===== config.mk =====
export PLATFORM = sky130hd
export DESIGN_NAME = cron_schedule_matcher_core
export DESIGN_NICKNAME = d
export VERILOG_FILES = /design/src/cspm_pkg.sv /design/src/cspm_cell.sv /design/src/cron_schedule_matcher_core.sv
export SDC_FILE = /design/constraint.sdc
export NUM_CORES = 2
export LEC_CHECK = 0
export BUFFER_PORTS_ARGS = -buffer_cell sky130_fd_sc_hd__buf_2
export CAP_MARGIN = 10
export CORE_MARGIN = 3
export CORE_UTILIZATION = 35
export CTS_BUF_LIST = sky130_fd_sc_hd__clkbuf_4 sky130_fd_sc_hd__clkbuf_8 sky130_fd_sc_hd__clkbuf_16
export DETAILED_ROUTE_END_ITERATION = 12
export PLACE_DENSITY = 0.58
export SLEW_MARGIN = 30
export SYNTH_ARGS = -nofsm -noshare
export SYNTH_HDL_FRONTEND = slang
export SYNTH_SLANG_ARGS = --single-unit
export TNS_END_PERCENT = 10

===== constraint.sdc =====
create_clock -name clk -period 14.2 [get_ports clk]
set_clock_uncertainty 0.1 [all_clocks]
set_input_delay 2.13 -clock clk [delete_from_list [all_inputs] [get_ports clk]]
set_output_delay 2.13 -clock clk [all_outputs]
set_load 0.005 [all_outputs]

===== src/cspm_pkg.sv =====
`timescale 1ns / 1ps

package cspm_pkg;

	localparam int TABLE_DEPTH_DEF = 16;
	localparam int MAX_RESULTS     = 16;
	localparam int FOUND_W         = $clog2(MAX_RESULTS + 1);
	localparam int DIV_W           = 6;
	localparam int DIV_UNITS       = 4;

	localparam logic [1:0] ST_INSERTED = 2'd0;
	localparam logic [1:0] ST_FULL     = 2'd1;
	localparam logic [1:0] ST_MATCH    = 2'd2;
	localparam logic [1:0] ST_NOMATCH  = 2'd3;

	typedef enum logic [1:0] {
		KIND_EXACT = 2'd0,
		KIND_ANY   = 2'd1,
		KIND_EVERY = 2'd2
	} kind_t;

	typedef struct packed {
		logic [2:0] weekday;
		logic [4:0] day;
		logic [4:0] hour;
		logic [5:0] minute;
		logic [5:0] second;
	} time_t;

	typedef struct packed {
		kind_t      weekday_kind;
		logic [2:0] weekday_val;
		kind_t      day_kind;
		logic [4:0] day_val;
		kind_t      hour_kind;
		logic [4:0] hour_val;
		kind_t      minute_kind;
		logic [5:0] minute_val;
		kind_t      second_kind;
		logic [5:0] second_val;
	} entry_t;

	typedef struct packed {
		logic       clear;
		logic       step;
		logic       last_step;
		logic [2:0] bit_idx;
		logic       shift;
	} cell_ctrl_t;

	function automatic kind_t norm_kind(input logic [1:0] k);
		kind_t r;
		unique case (k)
			2'd0: r = KIND_EXACT;
			2'd2: r = KIND_EVERY;
			default: r = KIND_ANY;
		endcase
		return r;
	endfunction

	// Once a unit is fixed, every later wildcard unit is pinned to exact zero.
	function automatic entry_t make_entry(input time_t v, input logic [1:0] k_wd,
			input logic [1:0] k_day, input logic [1:0] k_hour,
			input logic [1:0] k_min, input logic [1:0] k_sec);
		entry_t     e;
		kind_t      k [5];
		logic [4:0] zero;
		logic       seen;
		k[0] = norm_kind(k_wd);
		k[1] = norm_kind(k_day);
		k[2] = norm_kind(k_hour);
		k[3] = norm_kind(k_min);
		k[4] = norm_kind(k_sec);
		seen = 1'b0;
		zero = '0;
		for (int u = 0; u < 5; u++) begin
			if (k[u] == KIND_ANY && seen) begin
				k[u] = KIND_EXACT;
				zero[u] = 1'b1;
			end
			if (k[u] != KIND_ANY) begin
				seen = 1'b1;
			end
		end
		e.weekday_kind = k[0];
		e.weekday_val  = zero[0] ? 3'd0 : v.weekday;
		e.day_kind     = k[1];
		e.day_val      = zero[1] ? 5'd0 : v.day;
		e.hour_kind    = k[2];
		e.hour_val     = zero[2] ? 5'd0 : v.hour;
		e.minute_kind  = k[3];
		e.minute_val   = zero[3] ? 6'd0 : v.minute;
		e.second_kind  = k[4];
		e.second_val   = zero[4] ? 6'd0 : v.second;
		return e;
	endfunction

endpackage


===== src/cspm_cell.sv =====
`timescale 1ns / 1ps

module cspm_cell (
	input  logic                 clk,
	input  logic                 arst_n,
	input  logic                 wr,
	input  cspm_pkg::entry_t     wr_entry,
	input  cspm_pkg::cell_ctrl_t ctrl,
	input  cspm_pkg::time_t      now,
	input  logic                 active,
	input  logic                 hit_in,
	output logic                 hit_out
);

	cspm_pkg::entry_t entry_q;
	logic             hit_q;

	logic [cspm_pkg::DIV_W-1:0] rem_q  [cspm_pkg::DIV_UNITS];
	logic [cspm_pkg::DIV_W-1:0] rem_nx [cspm_pkg::DIV_UNITS];
	logic [cspm_pkg::DIV_W-1:0] now6   [cspm_pkg::DIV_UNITS];
	logic [cspm_pkg::DIV_W-1:0] val6   [cspm_pkg::DIV_UNITS];
	cspm_pkg::kind_t            kind   [cspm_pkg::DIV_UNITS];
	logic [cspm_pkg::DIV_UNITS-1:0] unit_ok;
	logic                       wd_ok;

	assign now6[0] = {1'b0, now.day};
	assign now6[1] = {1'b0, now.hour};
	assign now6[2] = now.minute;
	assign now6[3] = now.second;
	assign val6[0] = {1'b0, entry_q.day_val};
	assign val6[1] = {1'b0, entry_q.hour_val};
	assign val6[2] = entry_q.minute_val;
	assign val6[3] = entry_q.second_val;
	assign kind[0] = entry_q.day_kind;
	assign kind[1] = entry_q.hour_kind;
	assign kind[2] = entry_q.minute_kind;
	assign kind[3] = entry_q.second_kind;

	for (genvar u = 0; u < cspm_pkg::DIV_UNITS; u++) begin : g_unit
		logic [cspm_pkg::DIV_W:0] trial;

		always_comb begin
			trial = {rem_q[u], now6[u][ctrl.bit_idx]};
			if (trial >= {1'b0, val6[u]}) begin
				rem_nx[u] = cspm_pkg::DIV_W'(trial - {1'b0, val6[u]});
			end else begin
				rem_nx[u] = trial[cspm_pkg::DIV_W-1:0];
			end
			unique case (kind[u])
				cspm_pkg::KIND_EXACT: unit_ok[u] = (now6[u] == val6[u]);
				cspm_pkg::KIND_EVERY: unit_ok[u] = (val6[u] != '0) && (rem_nx[u] == '0);
				default:              unit_ok[u] = 1'b1;
			endcase
		end

		always_ff @(posedge clk) begin
			if (ctrl.clear) begin
				rem_q[u] <= '0;
			end else if (ctrl.step) begin
				rem_q[u] <= rem_nx[u];
			end
		end
	end

	always_comb begin
		unique case (entry_q.weekday_kind)
			cspm_pkg::KIND_EXACT: wd_ok = (now.weekday == entry_q.weekday_val);
			cspm_pkg::KIND_EVERY: wd_ok = 1'b0;
			default:              wd_ok = 1'b1;
		endcase
	end

	always_ff @(posedge clk) begin
		if (wr) begin
			entry_q <= wr_entry;
		end
	end

	always_ff @(posedge clk or negedge arst_n) begin
		if (!arst_n) begin
			hit_q <= 1'b0;
		end else if (ctrl.step && ctrl.last_step) begin
			hit_q <= active && wd_ok && (&unit_ok);
		end else if (ctrl.shift) begin
			hit_q <= hit_in;
		end
	end

	assign hit_out = hit_q;

endmodule


===== src/cron_schedule_matcher_core.sv =====
`timescale 1ns / 1ps
// Insert: the result is registered in the cycle after the request is taken; one insert per
// cycle while each result is taken. Tick: a bit-serial remainder in every cell (S_DIV), a walk
// of the hit chain (S_SCAN) that ends early once MAX_RESULTS hits are found, stalling while
// a match waits on out_ready, then a flush (S_FLUSH) for the last result.
// One request is worked on at a time; a new one is taken once the last result leaves.
// Asynchronous active-low reset empties the table; stored entries are not cleared.
module cron_schedule_matcher_core #(
	parameter int TABLE_DEPTH = cspm_pkg::TABLE_DEPTH_DEF
) (
	input  logic       clk,
	input  logic       arst_n,
	input  logic       in_valid,
	output logic       in_ready,
	input  logic       mode,
	input  logic [2:0] weekday_value,
	input  logic [4:0] day_value,
	input  logic [4:0] hour_value,
	input  logic [5:0] minute_value,
	input  logic [5:0] second_value,
	input  logic [1:0] weekday_kind,
	input  logic [1:0] day_kind,
	input  logic [1:0] hour_kind,
	input  logic [1:0] minute_kind,
	input  logic [1:0] second_kind,
	output logic       out_valid,
	input  logic       out_ready,
	output logic [1:0] status,
	output logic [3:0] entry_index,
	output logic       last
);

	localparam int IW = (TABLE_DEPTH > 1) ? $clog2(TABLE_DEPTH) : 1;
	localparam int CW = $clog2(TABLE_DEPTH + 1);

	typedef enum logic [3:0] {
		S_IDLE  = 4'b0001,
		S_DIV   = 4'b0010,
		S_SCAN  = 4'b0100,
		S_FLUSH = 4'b1000
	} state_t;

	state_t                       state_q;
	logic [CW-1:0]                count_q;
	logic [IW-1:0]                scan_q;
	logic [IW-1:0]                pend_idx_q;
	logic                         pend_valid_q;
	logic [cspm_pkg::FOUND_W-1:0] found_q;
	logic [cspm_pkg::FOUND_W-1:0] found_nx;
	logic [2:0]                   bit_q;
	cspm_pkg::time_t              now_q;
	cspm_pkg::time_t              in_time;
	cspm_pkg::entry_t             new_entry;
	cspm_pkg::cell_ctrl_t         ctrl;

	logic          out_valid_q;
	logic [1:0]    status_q;
	logic [3:0]    index_q;
	logic          last_q;

	logic          in_acc, out_free, full, ins, tick;
	logic          head_hit, scan_last, adv, emit_scan, emit_flush;
	logic [IW+3:0] slot_ext, pend_ext;
	logic [TABLE_DEPTH:0] chain;

	assign in_time   = '{weekday: weekday_value, day: day_value, hour: hour_value,
		minute: minute_value, second: second_value};
	assign new_entry = cspm_pkg::make_entry(in_time, weekday_kind, day_kind, hour_kind,
		minute_kind, second_kind);

	assign out_free  = !out_valid_q || out_ready;
	assign in_ready  = (state_q == S_IDLE) && out_free;
	assign in_acc    = in_valid && in_ready;
	assign full      = (count_q == CW'(TABLE_DEPTH));
	assign ins       = in_acc && !mode;
	assign tick      = in_acc && mode;

	assign head_hit   = chain[0];
	assign scan_last  = (scan_q == IW'(TABLE_DEPTH - 1));
	assign found_nx   = found_q + 1'b1;
	assign adv        = (state_q == S_SCAN) && (!head_hit || !pend_valid_q || out_free);
	assign emit_scan  = (state_q == S_SCAN) && head_hit && pend_valid_q && out_free;
	assign emit_flush = (state_q == S_FLUSH) && out_free;

	assign slot_ext = {4'd0, count_q[IW-1:0]};
	assign pend_ext = {4'd0, pend_idx_q};

	assign ctrl.clear     = tick;
	assign ctrl.step      = (state_q == S_DIV);
	assign ctrl.last_step = (bit_q == 3'd0);
	assign ctrl.bit_idx   = bit_q;
	assign ctrl.shift     = adv;

	assign chain[TABLE_DEPTH] = 1'b0;

	for (genvar i = 0; i < TABLE_DEPTH; i++) begin : g_cell
		cspm_cell u_cell (
			.clk      (clk),
			.arst_n   (arst_n),
			.wr       (ins && !full && (count_q[IW-1:0] == IW'(i))),
			.wr_entry (new_entry),
			.ctrl     (ctrl),
			.now      (now_q),
			.active   (count_q > CW'(i)),
			.hit_in   (chain[i+1]),
			.hit_out  (chain[i])
		);
	end

	always_ff @(posedge clk) begin
		if (tick) begin
			now_q <= in_time;
		end
	end

	always_ff @(posedge clk or negedge arst_n) begin
		if (!arst_n) begin
			state_q      <= S_IDLE;
			count_q      <= '0;
			scan_q       <= '0;
			pend_idx_q   <= '0;
			pend_valid_q <= 1'b0;
			found_q      <= '0;
			bit_q        <= '0;
		end else begin
			unique case (state_q)
				S_IDLE: begin
					if (ins && !full) begin
						count_q <= count_q + 1'b1;
					end
					if (tick) begin
						bit_q        <= 3'(cspm_pkg::DIV_W - 1);
						scan_q       <= '0;
						found_q      <= '0;
						pend_valid_q <= 1'b0;
						state_q      <= S_DIV;
					end
				end
				S_DIV: begin
					bit_q <= bit_q - 1'b1;
					if (bit_q == 3'd0) begin
						state_q <= S_SCAN;
					end
				end
				S_SCAN: begin
					if (adv) begin
						scan_q <= scan_q + 1'b1;
						if (head_hit) begin
							found_q      <= found_nx;
							pend_valid_q <= 1'b1;
							pend_idx_q   <= scan_q;
						end
						if (scan_last ||
								(head_hit && found_nx == cspm_pkg::FOUND_W'(cspm_pkg::MAX_RESULTS))) begin
							state_q <= S_FLUSH;
						end
					end
				end
				S_FLUSH: begin
					if (out_free) begin
						state_q <= S_IDLE;
					end
				end
				default: state_q <= S_IDLE;
			endcase
		end
	end

	always_ff @(posedge clk or negedge arst_n) begin
		if (!arst_n) begin
			out_valid_q <= 1'b0;
		end else if (ins || emit_scan || emit_flush) begin
			out_valid_q <= 1'b1;
		end else if (out_ready) begin
			out_valid_q <= 1'b0;
		end
	end

	always_ff @(posedge clk) begin
		if (ins) begin
			status_q <= full ? cspm_pkg::ST_FULL : cspm_pkg::ST_INSERTED;
			index_q  <= full ? 4'd0 : slot_ext[3:0];
			last_q   <= 1'b1;
		end else if (emit_scan) begin
			status_q <= cspm_pkg::ST_MATCH;
			index_q  <= pend_ext[3:0];
			last_q   <= 1'b0;
		end else if (emit_flush) begin
			status_q <= pend_valid_q ? cspm_pkg::ST_MATCH : cspm_pkg::ST_NOMATCH;
			index_q  <= pend_valid_q ? pend_ext[3:0] : 4'd0;
			last_q   <= 1'b1;
		end
	end

	assign out_valid   = out_valid_q;
	assign status      = status_q;
	assign entry_index = index_q;
	assign last        = last_q;

`ifndef SYNTHESIS
	a_count_bound: assert property (@(posedge clk) disable iff (!arst_n)
		count_q <= CW'(TABLE_DEPTH))
		else $error("entry count beyond table depth");

	a_pend_found: assert property (@(posedge clk) disable iff (!arst_n)
		pend_valid_q |-> (found_q != '0))
		else $error("pending match without a counted hit");

	a_insert_count: assert property (@(posedge clk) disable iff (!arst_n)
		(ins && !full) |=> (count_q == $past(count_q) + 1'b1))
		else $error("accepted insert did not advance the entry count");
`endif

endmodule


=== Word-level counts from Yosys, hierarchy flattened ===
Memories as Yosys holds them, arrays and structs flattened.
Cells that the tools add are included.

* Bits in read-only memories: 0
* Latch bits: 0
* Memories kept: 16
* Bits of input ports: 40
* Logic and storage cells: 1311
* Output and inout bits: 9
* Memory bits (writable): 384
* Register bits: 635

* Order comparisons: 81
* Multiply operators: 0
* $add $sub $neg: 68
* Reduce and logical (&&, ||, !) cells: 382
* Bitwise gates (word level): 64
* Divide/modulo/power cells: 0
* Shift operators: 0
* Muxes and demuxes: 307
* Equality and inequality tests: 201

{| class="wikitable"
|+ Memories
! memory !! words !! width !! rd ports !! clocked after memory_dff !! wr ports !! line !! RTL
|-
| g_cell[0].u_cell.rem_q || 4 || 6 || 4 || 0 || 4 || cspm_cell.sv:18 || <nowiki>logic [cspm_pkg::DIV_W-1:0] rem_q [cspm_pkg::DIV_UNITS];</nowiki>
|-
| g_cell[10].u_cell.rem_q || 4 || 6 || 4 || 0 || 4 || cspm_cell.sv:18 ||
|-
| g_cell[11].u_cell.rem_q || 4 || 6 || 4 || 0 || 4 || cspm_cell.sv:18 ||
|-
| g_cell[12].u_cell.rem_q || 4 || 6 || 4 || 0 || 4 || cspm_cell.sv:18 ||
|-
| g_cell[13].u_cell.rem_q || 4 || 6 || 4 || 0 || 4 || cspm_cell.sv:18 ||
|-
| g_cell[14].u_cell.rem_q || 4 || 6 || 4 || 0 || 4 || cspm_cell.sv:18 ||
|-
| 10 more memories || n/a || n/a || n/a || n/a || n/a || n/a ||
|}

{| class="wikitable"
|+ Operators with widths
! cell !! count
|-
| $mux W6 || 130
|-
| $logic_not A6 Y1 || 64
|-
| $reduce_bool A6 Y1 || 64
|-
| $ge A7 B5 Y1 || 32
|-
| $ge A7 B6 Y1 || 32
|-
| $eq A6 B6 Y1 || 32
|-
| $sub A6 B5 Y6 || 32
|-
| $sub A6 B6 Y6 || 32
|-
| $eq A2 B2 Y1 const B || 85
|-
| $logic_not A2 Y1 || 85
|-
| $pmux W1 S2 || 81
|-
| $eq A5 B5 Y1 || 32
|-
| $logic_and A1 B1 Y1 || 128
|-
| $reduce_and A4 Y1 || 17
|-
| $or A1 B1 Y1 || 64
|-
| $mux W1 || 58
|-
| $eq A3 B3 Y1 || 16
|-
| $mux W4 || 12
|-
| $eq A4 B4 Y1 const B || 10
|-
| $gt A5 B4 Y1 const B || 8
|-
| $mux W5 || 5
|-
| $eq A4 B3 Y1 const B || 5
|-
| $gt A5 B3 Y1 const B || 4
|-
| $pmux W2 S2 || 5
|-
| 28 further kinds || 70
|}

=== Longest topological paths before layout ===
* Word-level depth: 19
* Depth in mapped cells: 18
* Depth with buffers taken out: 15

=== Cells and area by module ===
Synthesis repeated with hierarchy kept, for this count alone.

* Cell total of the unflattened synthesis: 5838
* Area total of the unflattened synthesis: 66028.3 um^2

{| class="wikitable"
|+ By module, submodules not included
! module !! times used !! area an instance (um^2) !! cells each !! sequential area each (um^2)
|-
| cspm_cell (g_cell[11].u_cell ...) || 10 || 3946.3 || 346 || 1796.7
|-
| cspm_cell (g_cell[0].u_cell ...) || 3 || 3927.5 || 351 || 1796.7
|-
| cspm_cell (g_cell[7].u_cell) || 1 || 3945.0 || 354 || 1796.7
|-
| cspm_cell (g_cell[8].u_cell) || 1 || 3936.3 || 352 || 1796.7
|-
| cspm_cell (g_cell[3].u_cell) || 1 || 3921.3 || 347 || 1796.7
|-
| cron_schedule_matcher_core || 1 || 2980.4 || 272 || 1627.8
|}

=== Worst setup path before layout ===
Ideal clock, no wire load.

* Path type: input to register
* From: input out_ready
* To: memory g_cell[0].u_cell.rem_q[0][0] in the netlist's numbering, enable pin
* Required time: 11.298 ns
* Setup time: 2.802 ns
* Path slack: 2.161 ns
* Arrival time: 9.137 ns
* Buffers on the path: 1
* Stages on the path: 5
* Cells stage by stage: nor2b_1 > nor2_1 > nand3_1 > clkbuf_1 > nand2_1

{| class="wikitable"
|+ RTL lines
! item !! line !! RTL
|-
| from (decl) || cron_schedule_matcher_core.sv:27 || <nowiki>input logic out_ready,</nowiki>
|-
| to (decl) || cspm_cell.sv:18 ||
|}

=== Worst setup path after layout ===
* From: register bit_q[2]
* To: register g_cell[9].u_cell.hit_q

* Word-level cells in the longest chain between the ends: 10
* Elaborated cells on any way between the ends: 38
* Classes of those cells: add/sub: 4; order compare: 4; mux: 17; reduce/logical: 13

{| class="wikitable"
|+ RTL lines
! item !! line !! RTL
|-
| from (decl) || cron_schedule_matcher_core.sv:50 || <nowiki>logic [2:0] bit_q;</nowiki>
|-
| from (signal assigned) || cron_schedule_matcher_core.sv:132 || <nowiki>bit_q <= 3'(cspm_pkg::DIV_W - 1);</nowiki>
|-
| from (signal assigned) || cron_schedule_matcher_core.sv:140 || <nowiki>bit_q <= bit_q - 1'b1;</nowiki>
|-
| $bmux W1 S3 || cspm_cell.sv:43 || <nowiki>trial = {rem_q[u], now6[u][ctrl.bit_idx]};</nowiki>
|-
| $mux W1 (not written as such) || cspm_cell.sv:43 ||
|-
| $sub A6 B5 Y6 (tied with other cells) || cspm_cell.sv:45 || <nowiki>rem_nx[u] = cspm_pkg::DIV_W'(trial - {1'b0, val6[u]});</nowiki>
|-
| $mux W6 || cspm_cell.sv:44 || <nowiki>if (trial >= {1'b0, val6[u]}) begin</nowiki>
|-
| $logic_not A6 Y1 || cspm_cell.sv:51 || <nowiki>cspm_pkg::KIND_EVERY: unit_ok[u] = (val6[u] != '0) && (rem_nx[u] == '0);</nowiki>
|-
| $logic_and A1 B1 Y1 || cspm_cell.sv:51 ||
|-
| $pmux W1 S2 || cspm_cell.sv:49 || <nowiki>unique case (kind[u])</nowiki>
|-
| $reduce_and A4 Y1 || cspm_cell.sv:83 || <nowiki>hit_q <= active && wd_ok && (&unit_ok);</nowiki>
|-
| $logic_and A1 B1 Y1 || cspm_cell.sv:83 ||
|-
| $mux W1 || cspm_cell.sv:82 || <nowiki>end else if (ctrl.step && ctrl.last_step) begin</nowiki>
|-
| to (signal assigned) || cspm_cell.sv:83 ||
|-
| to (signal assigned) || cspm_cell.sv:85 || <nowiki>hit_q <= hit_in;</nowiki>
|-
| to (decl) || cspm_cell.sv:16 || <nowiki>logic hit_q;</nowiki>
|}

Parallel ways exist; a longest one is shown, timed or not. The select of a mux whose other input is x is not followed.
A chain may end at the register's enable or synchronous reset.

==> results by group <==
Clock tree
  – CTS resizes: 0
  – CTS buffer count: 114
  – CTS clk-pin slew, worst paths: 0.06 ns
  – CTS sink cnt: 1019
  – Worst skew pair latency: 0.73 ns
  – Clk buf depth: 3
  – Hold buffers post-CTS: 0
  – CTS tree: done
  – H-tree levels: 3
  – Root Driver: clkbuf_16
  – Post-CTS setup buffers: 0

Timing
  – Final Hold Violating Endpoints: 0
  – Final Setup Violations: 0
  – Slew Limit Fails: 0
  – Slew @ Worst Pin: 1.03 ns
  – Tmin final: 5.57 ns
  – FMAX: 180 MHz
  – Setup WS post-layout: 8.63 ns
  – RSZ-0062 raised after global routing: no
  – Slew headroom: 0.310
  – Setup TNS Final: 0 ns
  – Tcrit/Tclk final: 0.392

Logic synthesis
  – Asr flop ratio synth: 0.0422
  – Warnings, synthesis: 0
  – Synthesized cell area: 0.0607 mm^2
  – Syn avg cell area: 11.3 um^2
  – Post-synthesis sequential area ratio: 0.500
  – Flops & latches, synth: 1019
  – Largest family of logic cells by synthesized area: simple AND/OR/NAND/NOR gates
  – Post-Synth Simple-Gate Area: 0.129
  – Complex-gate fraction of the synthesized area: 0.105
  – Ys flop type: edfxtp_1
  – Adder-cell share of the synthesized area: 0.0957
  – Most area-consuming cells after synthesis: edfxtp_1 (48%), ha_1 (7.5%), xor2_1 (5.1%)
  – Synth unique cells: 84
  – Syn nets: 5843
  – Xor/xnor share of the synthesized area: 0.0854
  – Synth area leader: edfxtp_1
  – Synth top area share: 0.482
  – Mux share of post-synthesis cell area: 0.0503
  – Cells after Synth: 5377
  – Most frequent cells after synthesis: edfxtp_1 (975), nor2_1 (530), inv_1 (405)
  – EDFF count, synth: 975
  – Most common cell in the netlist: edfxtp_1

Global route
  – Total global routing overflow: 0
  – All-Layer GR Usage: 0.174
  – First-pass GRT wire length: 245000 um
  – Vias in the first global route: 41900
  – Largest net degree at the start of global routing: 183
  – Initial antenna violation count: 3

Floorplanning
  – Core footprint: 0.172 mm^2
  – Row count: 152
  – Initial Utilization: 0.353
  – Die X: 423 um
  – Die height: 423 um
  – Io pins: 49
  – Die Footprint: 0.179 mm^2

Routing
  – Vias: 41700
  – Wire length on met2: 75000 um
  – DRT antenna net count: 0
  – Iteration-0 DRC count of the detailed router: 2804
  – Max layer used: met4
  – Metal3 WL: 7460 um
  – DR vias/cell: 5.30
  – Wire per inst: 20.1 um
  – Wl on met1: 71300 um
  – Wirelength, routed: 158000 um
  – Pre-antenna DRT Iters: 5
  – Residual DRC: 0

Finish
  – Nets: 5932
  – Final Util: 0.396
  – Finished Layout Cells: 7878
  – Fraction of layout cells with a size suffix above 1: 0.0791
  – Layout area overhead: 12.2%
  – Layout fillers: 16500

Worst setup path
  – Startpoint Class: flip-flop
  – CP Class: flip-flop to flip-flop
  – CP Data Required Time: 14.71 ns
  – Worst-path cell chain: nand2b_1 > nor2_1 > or3_1 > inv_1 > buf_4 > ha_1 > a31oi_1 > nand4b_1 > mux2i_1 > nand3_1 > o31ai_1 > o311ai_0 > o32ai_1
  – Worst-path maximum fanout: 11
  – Crit end category: flip-flop
  – Slowest cell on crit path: dfrtp_1
  – Crit path DAT: 6.08 ns
  – Max incr delay on CP: 0.70 ns

Placement
  – Final HPWL DP: 105000 um
  – Place WS: 8.28 ns
  – Routability cong.: 0.873
  – Dpl cells: 7660
  – Port buffer count: 48

Power
  – VDD IR max: 101 uV
  – Pleak: 26.2 nW
  – Power density over the cells: 151 mW/mm^2

Hold path
  – HP Class: flip-flop to flip-flop

Status
  – Status: completed

Flow run
  – Number of max-cap violations: 0
[cells by family after synthesis]
kind of cell,after synthesis
buffers and inverters,553
DFF,1019
and+or+nand+nor,1528
AOI/OAI and AO/OA,959
adders and majority gates,426
muxes,300
xor gates and xnor gates,592
[power by group]
group,leakage (nW),total [mW],internal [mW],switching (mW)
Sequential,9.54,3.95,3.69,0.261
Clock,1.97,3.21,1.92,1.29
Combinational,14.7,3.14,1.25,1.89
Total,26.2,10.3,6.86,3.44
[path summary, 6_finish.rpt]
| path | cells after the start | slack [ns] | to | start |
|---|---|---|---|---|
| worst min register to register | 1 | 0.41 | pend_idx_q[3] | pend_idx_q[3] |
| max in group asynchronous | 2 | 12.15 | g_cell[6].u_cell.hit_out | arst_n |
| min in group asynchronous | 2 | 1.39 | out_valid | arst_n |
| worst max-delay path | 13 | 8.63 | g_cell[9].u_cell.hit_out | bit_q[2] |
| worst min-delay path | 1 | 0.41 | pend_idx_q[3] | pend_idx_q[3] |
| worst max register to register | 13 | 8.63 | g_cell[9].u_cell.hit_out | bit_q[2] |
[layer usage]
layer	track usage	up-vias
met1	0.231	20500
met2	0.295	929
met3	0.0223	212
met4	0.0552	0
met5	0	-
li1	-	20000
[flip-flops by register name, indices dropped and copies added, names as in the netlist, 5 cells and up]
name                   flops
g_cell.u_cell.entry_q    560
g_cell.u_cell.hit_out     16
found_q                    5
g_cell.u_cell.rem_q      384
count_q                    5
now_q                     25
[cells in the final DEF, fill, tap and decap left out, types with 53 or more instances in the layout]
cell type  synthesis  routed
a211oi_1          73      73
a21o_1            90      90
a21oi_1          242     242
a31oi_1           63      61
and2_1            63      53
buf_4              0      69
clkbuf_16          0     115
edfxtp_1         975     975
fa_1              64      64
ha_1             362     362
inv_1            405     405
mux2i_1          257     257
nand2_1          205     204
nand3_1           63      63
nor2_1           530     528
nor2b_1           83      82
nor3_1            99      99
nor4_1           142     141
o21ai_0          174     172
or4_1             66      66
xnor2_1          237     237
xor2_1           355     355
[worst max-delay path, delay by kind of cell (launching register included)]
kind	cells	cell delay (ns)
buffers and inverters	2	0.95
and+or+nand+nor	5	1.45
muxes	1	0.35
DFF	1	0.70
adders and majority gates	1	0.29
AOI/OAI and AO/OA	4	1.61
[final cells by class]
type	instances	area, um^2	area share
antenna	2	5.00	0.0000735
clock inverter	84	1060	0.0156
tap	2310	2890	0.0424
clock buffer	132	3010	0.0441
timing repair buffer	121	821	0.0121
inverter	405	1520	0.0223
multi-input combinational	3805	28400	0.417
sequential	1019	30400	0.446
[stage by stage]
step,hold WS (ns),power [mW],area [um^2]
floorplan,0.369,6.37,60700
global placement,0.392,7.08,63900
detailed placement,0.394,7.13,64000
CTS,0.409,10.4,68100
global route,0.423,10.9,68100
finish,0.408,10.3,68100
Note: power is estimated with default switching activity, not from simulation.
